File: src/sv/frs6_pkg.sv
package frs6_pkg;

    // Filter geometry and number formats
    localparam int TAPS        = 101;
    localparam int HALF_TAPS   = (TAPS + 1) / 2;
    localparam int FACTOR      = 6;
    localparam int SAMPLE_BITS = 16;
    localparam int TAP_BITS    = 18;
    localparam int GAIN_BITS   = 16;
    localparam int ADDR_W      = $clog2(TAPS);
    localparam int STEP_W      = $clog2(FACTOR);
    localparam int PROD_BITS   = TAP_BITS + SAMPLE_BITS;
    localparam int ACC_BITS    = PROD_BITS + 2;
    localparam int SCALED_BITS = ACC_BITS + GAIN_BITS + 1;
    localparam int ROUND_SHIFT = 29;
    localparam int SHIFTED_BITS = SCALED_BITS - ROUND_SHIFT;

    // Register map
    localparam int CFG_IDX_W = 1;
    localparam logic [CFG_IDX_W-1:0] REG_UP_GAIN   = 1'd0;
    localparam logic [CFG_IDX_W-1:0] REG_DOWN_GAIN = 1'd1;
    localparam logic [GAIN_BITS-1:0] UP_GAIN_RESET   = 16'd24576;
    localparam logic [GAIN_BITS-1:0] DOWN_GAIN_RESET = 16'd3686;

    // Operation codes
    localparam logic [1:0] FUNC_INTERP = 2'd0;
    localparam logic [1:0] FUNC_DECIM  = 2'd1;
    localparam logic [1:0] FUNC_CLEAR  = 2'd2;

    typedef enum logic [2:0] {
        S_IDLE,
        S_WRITE,
        S_MAC,
        S_DRAIN,
        S_OUT
    } state_t;

    // First half of the symmetric tap set, center tap last, Q1.17
    localparam logic signed [TAP_BITS-1:0] HALF_TAP [HALF_TAPS] = '{
        -18'sd31,   18'sd18,    -18'sd77,   -18'sd310,  -18'sd650,
        -18'sd1047, -18'sd1440, -18'sd1762, -18'sd1960, -18'sd1996,
        -18'sd1860, -18'sd1571, -18'sd1174, -18'sd736,  -18'sd335,
        -18'sd46,   18'sd71,    -18'sd18,   -18'sd314,  -18'sd782,
        -18'sd1355, -18'sd1943, -18'sd2449, -18'sd2780, -18'sd2870,
        -18'sd2685, -18'sd2240, -18'sd1590, -18'sd836,  -18'sd100,
        18'sd485,   18'sd799,   18'sd756,   18'sd319,   -18'sd484,
        -18'sd1564, -18'sd2773, -18'sd3922, -18'sd4806, -18'sd5226,
        -18'sd5024, -18'sd4103, -18'sd2448, -18'sd130,  18'sd2691,
        18'sd5787,  18'sd8880,  18'sd11679, 18'sd13907, 18'sd15343,
        18'sd15838
    };

    // Coefficient for tap k, folding the upper half onto the lower half
    function automatic logic signed [TAP_BITS-1:0] tap_coef(input logic [ADDR_W-1:0] k);
        logic [ADDR_W-1:0] mirror;
        logic [ADDR_W-1:0] m;
        mirror = ADDR_W'(TAPS - 1) - k;
        m = (k < mirror) ? k : mirror;
        return HALF_TAP[m[$clog2(HALF_TAPS)-1:0]];
    endfunction

endpackage

File: src/sv/fir_resampler_by_six.sv
// Shared 101-tap low-pass FIR for 8 kHz <-> 48 kHz conversion. An interpolate beat
// (func 0) writes the sample and then five zeros into the delay line and returns six
// results scaled by up_gain, the last flagged by m_last_of_run. A decimate beat
// (func 1) writes the sample; only the first of each group of six returns a result,
// scaled by down_gain. A clear beat (func 2) empties the history and restarts the
// group; func 3 does nothing. The delay line sits in a single-port-read memory and
// one multiply-accumulate walks it one tap per cycle. Each filter pass writes the
// delay line, walks all 101 taps, drains and scales the sum, then hands the result
// to the output register. The block takes a new beat once the previous one is done,
// even while its last result still waits in the output register. Gains are written
// over cfg_we/cfg_index/cfg_wdata; the user must write them only while the block is
// idle, which the block itself does not enforce.
module fir_resampler_by_six (
    input  logic                                 aclk,
    input  logic                                 aresetn,
    input  logic                                 cfg_we,
    input  logic [frs6_pkg::CFG_IDX_W-1:0]       cfg_index,
    input  logic [frs6_pkg::GAIN_BITS-1:0]       cfg_wdata,
    input  logic                                 s_valid,
    output logic                                 s_ready,
    input  logic [1:0]                           s_func,
    input  logic signed [frs6_pkg::SAMPLE_BITS-1:0] s_in_sample,
    output logic                                 m_valid,
    input  logic                                 m_ready,
    output logic signed [frs6_pkg::SAMPLE_BITS-1:0] m_out_sample,
    output logic                                 m_last_of_run
);
    import frs6_pkg::*;

    localparam logic signed [SHIFTED_BITS-1:0] SAT_MAX =
        SHIFTED_BITS'((1 << (SAMPLE_BITS - 1)) - 1);
    localparam logic signed [SHIFTED_BITS-1:0] SAT_MIN =
        SHIFTED_BITS'(-(1 << (SAMPLE_BITS - 1)));
    localparam logic signed [SCALED_BITS-1:0] ROUND_HALF =
        SCALED_BITS'(1) <<< (ROUND_SHIFT - 1);

    state_t state_reg, state_next;

    logic [GAIN_BITS-1:0]          up_gain_reg, down_gain_reg;
    logic [1:0]                    func_reg, func_next;
    logic signed [SAMPLE_BITS-1:0] sample_reg, sample_next;
    logic [STEP_W-1:0]             step_reg, step_next;
    logic [ADDR_W-1:0]             wp_reg, wp_next;
    logic [STEP_W-1:0]             phase_reg, phase_next;
    logic [TAPS-1:0]               vld_reg, vld_next;
    logic [ADDR_W-1:0]             rd_addr_reg, rd_addr_next;
    logic [ADDR_W-1:0]             k_reg, k_next;
    logic signed [TAP_BITS-1:0]    tap_q_reg, tap_q_next;
    logic                          st1_v_reg, st1_v_next;
    logic                          st2_v_reg, st2_v_next;
    logic signed [PROD_BITS-1:0]   prod_reg, prod_next;
    logic signed [ACC_BITS-1:0]    acc_reg, acc_next;
    logic signed [SCALED_BITS-1:0] scaled_reg, scaled_next;
    logic                          m_valid_reg, m_valid_next;
    logic signed [SAMPLE_BITS-1:0] out_sample_reg, out_sample_next;
    logic                          last_reg, last_next;

    logic                          mem_we;
    logic signed [SAMPLE_BITS-1:0] mem_wdata;
    logic signed [SAMPLE_BITS-1:0] hist_mem [TAPS];
    logic signed [SAMPLE_BITS-1:0] rdata_reg;
    logic                          rvld_reg;

    logic                          s_fire;
    logic                          out_free;
    logic                          last_pass;
    logic [GAIN_BITS-1:0]          gain_sel;
    logic signed [SAMPLE_BITS-1:0] hist_operand;
    logic signed [SCALED_BITS-1:0] rounded;
    logic signed [SHIFTED_BITS-1:0] shifted;
    logic signed [SAMPLE_BITS-1:0] sat_sample;

    assign s_ready  = (state_reg == S_IDLE);
    assign s_fire   = s_valid && s_ready;
    assign out_free = !m_valid_reg || m_ready;
    assign last_pass = (func_reg != FUNC_INTERP) || (step_reg == STEP_W'(FACTOR - 1));
    assign gain_sel = (func_reg == FUNC_INTERP) ? up_gain_reg : down_gain_reg;

    assign m_valid       = m_valid_reg;
    assign m_out_sample  = out_sample_reg;
    assign m_last_of_run = last_reg;

    // Drop unwritten slots to zero
    assign hist_operand = rvld_reg ? rdata_reg : '0;

    // Round half up to Q1.15 and clamp
    assign rounded = scaled_reg + ROUND_HALF;
    assign shifted = rounded[SCALED_BITS-1:ROUND_SHIFT];
    always_comb begin
        if (shifted > SAT_MAX) begin
            sat_sample = SAT_MAX[SAMPLE_BITS-1:0];
        end else if (shifted < SAT_MIN) begin
            sat_sample = SAT_MIN[SAMPLE_BITS-1:0];
        end else begin
            sat_sample = shifted[SAMPLE_BITS-1:0];
        end
    end

    // Next state
    always_comb begin
        state_next = state_reg;
        case (state_reg)
            S_IDLE: begin
                if (s_fire && (s_func == FUNC_INTERP || s_func == FUNC_DECIM)) begin
                    state_next = S_WRITE;
                end
            end
            S_WRITE: begin
                if (func_reg == FUNC_DECIM && phase_reg != '0) begin
                    state_next = S_IDLE;
                end else begin
                    state_next = S_MAC;
                end
            end
            S_MAC: begin
                if (k_reg == ADDR_W'(TAPS - 1)) begin
                    state_next = S_DRAIN;
                end
            end
            S_DRAIN: begin
                if (!st1_v_reg && !st2_v_reg) begin
                    state_next = S_OUT;
                end
            end
            S_OUT: begin
                if (out_free) begin
                    state_next = last_pass ? S_IDLE : S_WRITE;
                end
            end
            default: state_next = S_IDLE;
        endcase
    end

    // Datapath and sequencer outputs
    always_comb begin
        func_next       = func_reg;
        sample_next     = sample_reg;
        step_next       = step_reg;
        wp_next         = wp_reg;
        phase_next      = phase_reg;
        vld_next        = vld_reg;
        rd_addr_next    = rd_addr_reg;
        k_next          = k_reg;
        tap_q_next      = tap_coef(k_reg);
        st1_v_next      = 1'b0;
        st2_v_next      = st1_v_reg;
        prod_next       = tap_q_reg * hist_operand;
        acc_next        = st2_v_reg ? acc_reg + ACC_BITS'(prod_reg) : acc_reg;
        scaled_next     = scaled_reg;
        m_valid_next    = m_ready ? 1'b0 : m_valid_reg;
        out_sample_next = out_sample_reg;
        last_next       = last_reg;
        mem_we          = 1'b0;
        mem_wdata       = sample_reg;

        case (state_reg)
            S_IDLE: begin
                if (s_fire) begin
                    func_next   = s_func;
                    sample_next = s_in_sample;
                    step_next   = '0;
                    if (s_func == FUNC_CLEAR) begin
                        vld_next   = '0;
                        wp_next    = '0;
                        phase_next = '0;
                    end
                end
            end
            S_WRITE: begin
                // Push the new sample, or a stuffed zero after the first pass
                mem_we = 1'b1;
                if (func_reg == FUNC_INTERP && step_reg != '0) begin
                    mem_wdata = '0;
                end
                vld_next[wp_reg] = 1'b1;
                wp_next      = (wp_reg == ADDR_W'(TAPS - 1)) ? '0 : wp_reg + 1'b1;
                rd_addr_next = wp_reg;
                k_next       = '0;
                acc_next     = '0;
                if (func_reg == FUNC_DECIM) begin
                    phase_next = (phase_reg == STEP_W'(FACTOR - 1)) ? '0 : phase_reg + 1'b1;
                end
            end
            S_MAC: begin
                // Walk back from the newest sample, one tap a cycle
                st1_v_next   = 1'b1;
                rd_addr_next = (rd_addr_reg == '0) ? ADDR_W'(TAPS - 1) : rd_addr_reg - 1'b1;
                if (k_reg != ADDR_W'(TAPS - 1)) begin
                    k_next = k_reg + 1'b1;
                end
            end
            S_DRAIN: begin
                if (!st1_v_reg && !st2_v_reg) begin
                    scaled_next = acc_reg * $signed({1'b0, gain_sel});
                end
            end
            S_OUT: begin
                if (out_free) begin
                    m_valid_next    = 1'b1;
                    out_sample_next = sat_sample;
                    last_next       = last_pass;
                    if (!last_pass) begin
                        step_next = step_reg + 1'b1;
                    end
                end
            end
            default: ;
        endcase
    end

    // Gain registers
    always_ff @(posedge aclk) begin
        if (!aresetn) begin
            up_gain_reg   <= UP_GAIN_RESET;
            down_gain_reg <= DOWN_GAIN_RESET;
        end else if (cfg_we) begin
            case (cfg_index)
                REG_UP_GAIN:   up_gain_reg   <= cfg_wdata;
                REG_DOWN_GAIN: down_gain_reg <= cfg_wdata;
                default: ;
            endcase
        end
    end

    // History memory, one write and one registered read a cycle
    always_ff @(posedge aclk) begin
        if (mem_we) begin
            hist_mem[wp_reg] <= mem_wdata;
        end
        rdata_reg <= hist_mem[rd_addr_reg];
    end

    // Control state
    always_ff @(posedge aclk) begin
        if (!aresetn) begin
            state_reg   <= S_IDLE;
            wp_reg      <= '0;
            phase_reg   <= '0;
            vld_reg     <= '0;
            st1_v_reg   <= 1'b0;
            st2_v_reg   <= 1'b0;
            m_valid_reg <= 1'b0;
            step_reg    <= '0;
            func_reg    <= FUNC_CLEAR;
            k_reg       <= '0;
        end else begin
            state_reg   <= state_next;
            wp_reg      <= wp_next;
            phase_reg   <= phase_next;
            vld_reg     <= vld_next;
            st1_v_reg   <= st1_v_next;
            st2_v_reg   <= st2_v_next;
            m_valid_reg <= m_valid_next;
            step_reg    <= step_next;
            func_reg    <= func_next;
            k_reg       <= k_next;
        end
    end

    // Payload and pipeline data
    always_ff @(posedge aclk) begin
        sample_reg     <= sample_next;
        rd_addr_reg    <= rd_addr_next;
        rvld_reg       <= vld_reg[rd_addr_reg];
        tap_q_reg      <= tap_q_next;
        prod_reg       <= prod_next;
        acc_reg        <= acc_next;
        scaled_reg     <= scaled_next;
        out_sample_reg <= out_sample_next;
        last_reg       <= last_next;
    end

`ifndef SYNTH
    // Product stage only fires in the cycle after a valid memory read
    a_mac_order: assert property (@(posedge aclk) disable iff (!aresetn)
        st2_v_reg |-> $past(st1_v_reg))
        else $error("MAC product without a preceding read");

    // Write pointer stays inside the delay line
    a_wp_range: assert property (@(posedge aclk) disable iff (!aresetn)
        wp_reg <= ADDR_W'(TAPS - 1))
        else $error("write pointer out of range");

    // Phase and pass counters stay inside the group
    a_cnt_range: assert property (@(posedge aclk) disable iff (!aresetn)
        phase_reg <= STEP_W'(FACTOR - 1) && step_reg <= STEP_W'(FACTOR - 1))
        else $error("phase or pass counter out of range");

    // A result is only loaded once the pipeline has fully drained
    a_drained: assert property (@(posedge aclk) disable iff (!aresetn)
        (state_reg == S_OUT) |-> (!st1_v_reg && !st2_v_reg))
        else $error("result taken before accumulation finished");
`endif

endmodule
File: config.mk
export PLATFORM = sky130hd
export DESIGN_NAME = fir_resampler_by_six
export DESIGN_NICKNAME = d
export VERILOG_FILES = /design/src/sv/frs6_pkg.sv /design/src/sv/fir_resampler_by_six.sv
export SDC_FILE = /design/constraint.sdc
export NUM_CORES = 2
export LEC_CHECK = 0
export BUFFER_PORTS_ARGS = -buffer_cell sky130_fd_sc_hd__buf_2
export CAP_MARGIN = 20
export CORE_ASPECT_RATIO = 1.4
export CORE_MARGIN = 4
export CORE_UTILIZATION = 55
export CTS_CLUSTER_DIAMETER = 200
export DETAILED_ROUTE_END_ITERATION = 7
export PLACE_DENSITY = 0.74
export SYNTH_ARGS = -nofsm -noshare
export SYNTH_HDL_FRONTEND = slang
export SYNTH_SLANG_ARGS = --single-unit
File: constraint.sdc
create_clock -name aclk -period 7.1 [get_ports aclk]
set_input_delay 0 -clock aclk [delete_from_list [all_inputs] [get_ports aclk]]
set_output_delay 0 -clock aclk [all_outputs]
set_load 0.01 [all_outputs]
==> impl_metrics.env <==
export IMPL_status="complete, but fails checks"
export IMPL_violations="setup timing"
export IMPL_grt_overflow=0
export IMPL_die_w_um=379
export IMPL_ys_seq_area_share_pct=52.5
export IMPL_start_util_pct=55.4
export IMPL_ir_drop_mv=0.575
export IMPL_required_ps=7660
export IMPL_grt_pass1_wl_mm=414
export IMPL_start_kind="register"
export IMPL_synthAdderAreaFrac_pct=18.2
export IMPL_relSlewSlack_pct=19.0
export IMPL_crit_fanout=8
export IMPL_track_usage_pct=27.5
export IMPL_yosysTopAreaCell="edfxtp_1"
export IMPL_tns_ps=-157
export IMPL_hpwl_mm=174
export IMPL_finalMaxSlewViolations=0
export IMPL_wl_met2_mm=142
export IMPL_synth_compound_area_share_pct=4.05
export IMPL_wirelength_mm=272
export IMPL_syn_area_per_cell_sq_um=14.2
export IMPL_ys_types=97
export IMPL_synth_seq_cells=1944
export IMPL_yosysTopAreaCellShare_pct=47.5
export IMPL_critPathCaptureType="register"
export IMPL_globalplace_congestion=0.900
export IMPL_largest_register_ffs=1616
export IMPL_synth_area_leaders="edfxtp_1 (48%), fa_1 (15%), mux4_2 (11%)"
export IMPL_synthesis_nets=8560
export IMPL_top_layer="met5"
export IMPL_finalSetupViolCount=2
export IMPL_root_buffer="clkbuf_16"
export IMPL_drc=0
export IMPL_finalWorstSetupSlack_ps=-89.9
export IMPL_rows=190
export IMPL_fp_coreArea_sq_mm=0.192
export IMPL_path_class="reg -> reg"
export IMPL_grt_pass1_vias=68635
export IMPL_cellLeakagePower_nw=45.9
export IMPL_synth_area_sq_mm=0.106
export IMPL_vias=63800
export IMPL_die_height_um=528
export IMPL_drive_gt1_share_pct=18.8
export IMPL_mostFrequentLayoutCell="edfxtp_1"
export IMPL_syn_inst=7457
export IMPL_wire_per_inst_um=25.9
export IMPL_fin_nets=8953
export IMPL_met3_wirelength_mm=20.2
export IMPL_numCtsBuffers=188
export IMPL_postRouteAntennaNets=0
export IMPL_ctsHtreeMaxLevel=4
export IMPL_area_growth_pct=12.9
export IMPL_period_share_pct=101
export IMPL_hold_path_class="in -> reg"
export IMPL_dieArea_sq_mm=0.200
export IMPL_max_stage_delay_ps=550
export IMPL_wl_met1_mm=90.6
export IMPL_holdWs_ps=30.8
export IMPL_cp_slowest_cell="fa_1"
export IMPL_final_cells=10488
export IMPL_rsz0062_at_grt="yes"
export IMPL_grt_max_degree=134
export IMPL_fin_crit_ps=7190
export IMPL_io_buffers=58
export IMPL_yosysWarnings=0
export IMPL_synthMuxAreaShare_pct=11.8
export IMPL_nFillCells=13534
export IMPL_synth_xor_area_share_pct=1.03
export IMPL_synth_top_family_by_area="adder cells"
export IMPL_synth_edf_count=1681
export IMPL_place_inst=10011
export IMPL_worst_clock_skew_ps=74.5
export IMPL_post_route_util_pct=62.6
export IMPL_hold_viol=0
export IMPL_power_density_mw_per_mm2=277
export IMPL_antenna_found_initial=7
export IMPL_avgViaCountPerCell=6.08
export IMPL_max_freq_ghz=0.139
export IMPL_clock_sinks=1944
export IMPL_placed_area_sq_mm=0.111
export IMPL_synthSimpleGateAreaFrac_pct=7.52
export IMPL_clkTransAtPathRegs_ps=70
export IMPL_drt_iter0_markers=6260
export IMPL_async_flop_share_pct=0
export IMPL_cts_buffer_depth=4
export IMPL_p_total_mw=33.3
export IMPL_arrival_ps=7750
export IMPL_worst_pin_slew_ps=1210
export IMPL_drt_pass1_iterations=7
export IMPL_drv_cap=0
export IMPL_synth_flop_cell="edfxtp_1"
export IMPL_crit_top_cell="fa_1"
export IMPL_final_area_sq_mm=0.120
export IMPL_dpl_worst_slack_ps=-177
export IMPL_clk_latency_ps=870
export IMPL_cts_tree="built"
export IMPL_io_pins=59
export IMPL_layout_common_cells="edfxtp_1 (1681), inv_1 (927), fa_1 (778)"
[worst paths after layout]
kind                 startpoint                 to  slack, ps  cells after the start
hold / removal    cfg_wdata[13]  down_gain_reg[13]         30                      4
setup / recovery    func_reg[0]     scaled_reg[50]        -90                     28
setup reg to reg    func_reg[0]     scaled_reg[50]        -90                     28
hold reg to reg       st1_v_reg          st2_v_reg        450                      1
[per-layer routing]
metal	track usage (%)	up-vias
met4	16.0	4
met2	48.3	3069
met3	4.13	955
li1	-	27015
met1	32.0	32757
met5	0	-
[Yosys cell counts, drive strengths merged (43+ instances only)]
master	number
edfxtp	1681
inv	954
fa	804
nand2	743
mux4	516
nor2	359
clkbuf	263
dfxtp	263
ha	259
a21oi	245
nor2b	195
o21ai	125
buf	110
and3	109
and2	82
nand3	77
mux2i	67
xnor2	67
xor2	56
a21o	55
nor3	43
[critical path: cells and delay by family (launching register included)]
kind                     cells  cell delay (ps)
AND/OR/NAND/NOR              4              390
multiplexers                 1              270
flip-flops                   1              330
AO/OA/AOI/OAI                5             1450
adder cells (fa/ha/maj)      7             3210
buffers and inverters       10             1140
XOR/XNOR                     1              130
[timing repair]
action                     4_1_cts  5_1_grt
setup buffers                    4       28
hold buffers                    92        0
pin swaps                        2      115
setup endpoints to repair       11       26
resized for setup               23      173
hold endpoints to repair       102        0
gates cloned                     2        8
[power by group]
part	internal, mW	switching [mW]
logic	4.49	5.90
clock network	5.62	4.33
registers	12.7	0.166
total	22.9	10.4
[cell families (layout without fill, tap and decap cells)]
kind of cell               after synthesis  after routing
AOI/OAI and AO/OA                      670            670
xor gates and xnor gates               123            123
adders and majority gates             1063           1063
buffers and inverters                 1329           1862
DFF                                   1944           1944
muxes                                  604            604
other                                    0              2
and+or+nand+nor                       1724           1724
[layout make-up]
type	count	area [sq um]	area share, %
Clock inverter	102	1010	0.839
Tap cell	2496	3120	2.61
Inverter	956	3600	3.00
Timing Repair Buffer	576	5370	4.48
Sequential cell	1944	55800	46.5
Clock buffer	228	5010	4.18
Multi-Input combinational cell	4184	46000	38.4
Antenna cell	2	5.00	0.00418
Power figures use the tool's default switching activity.
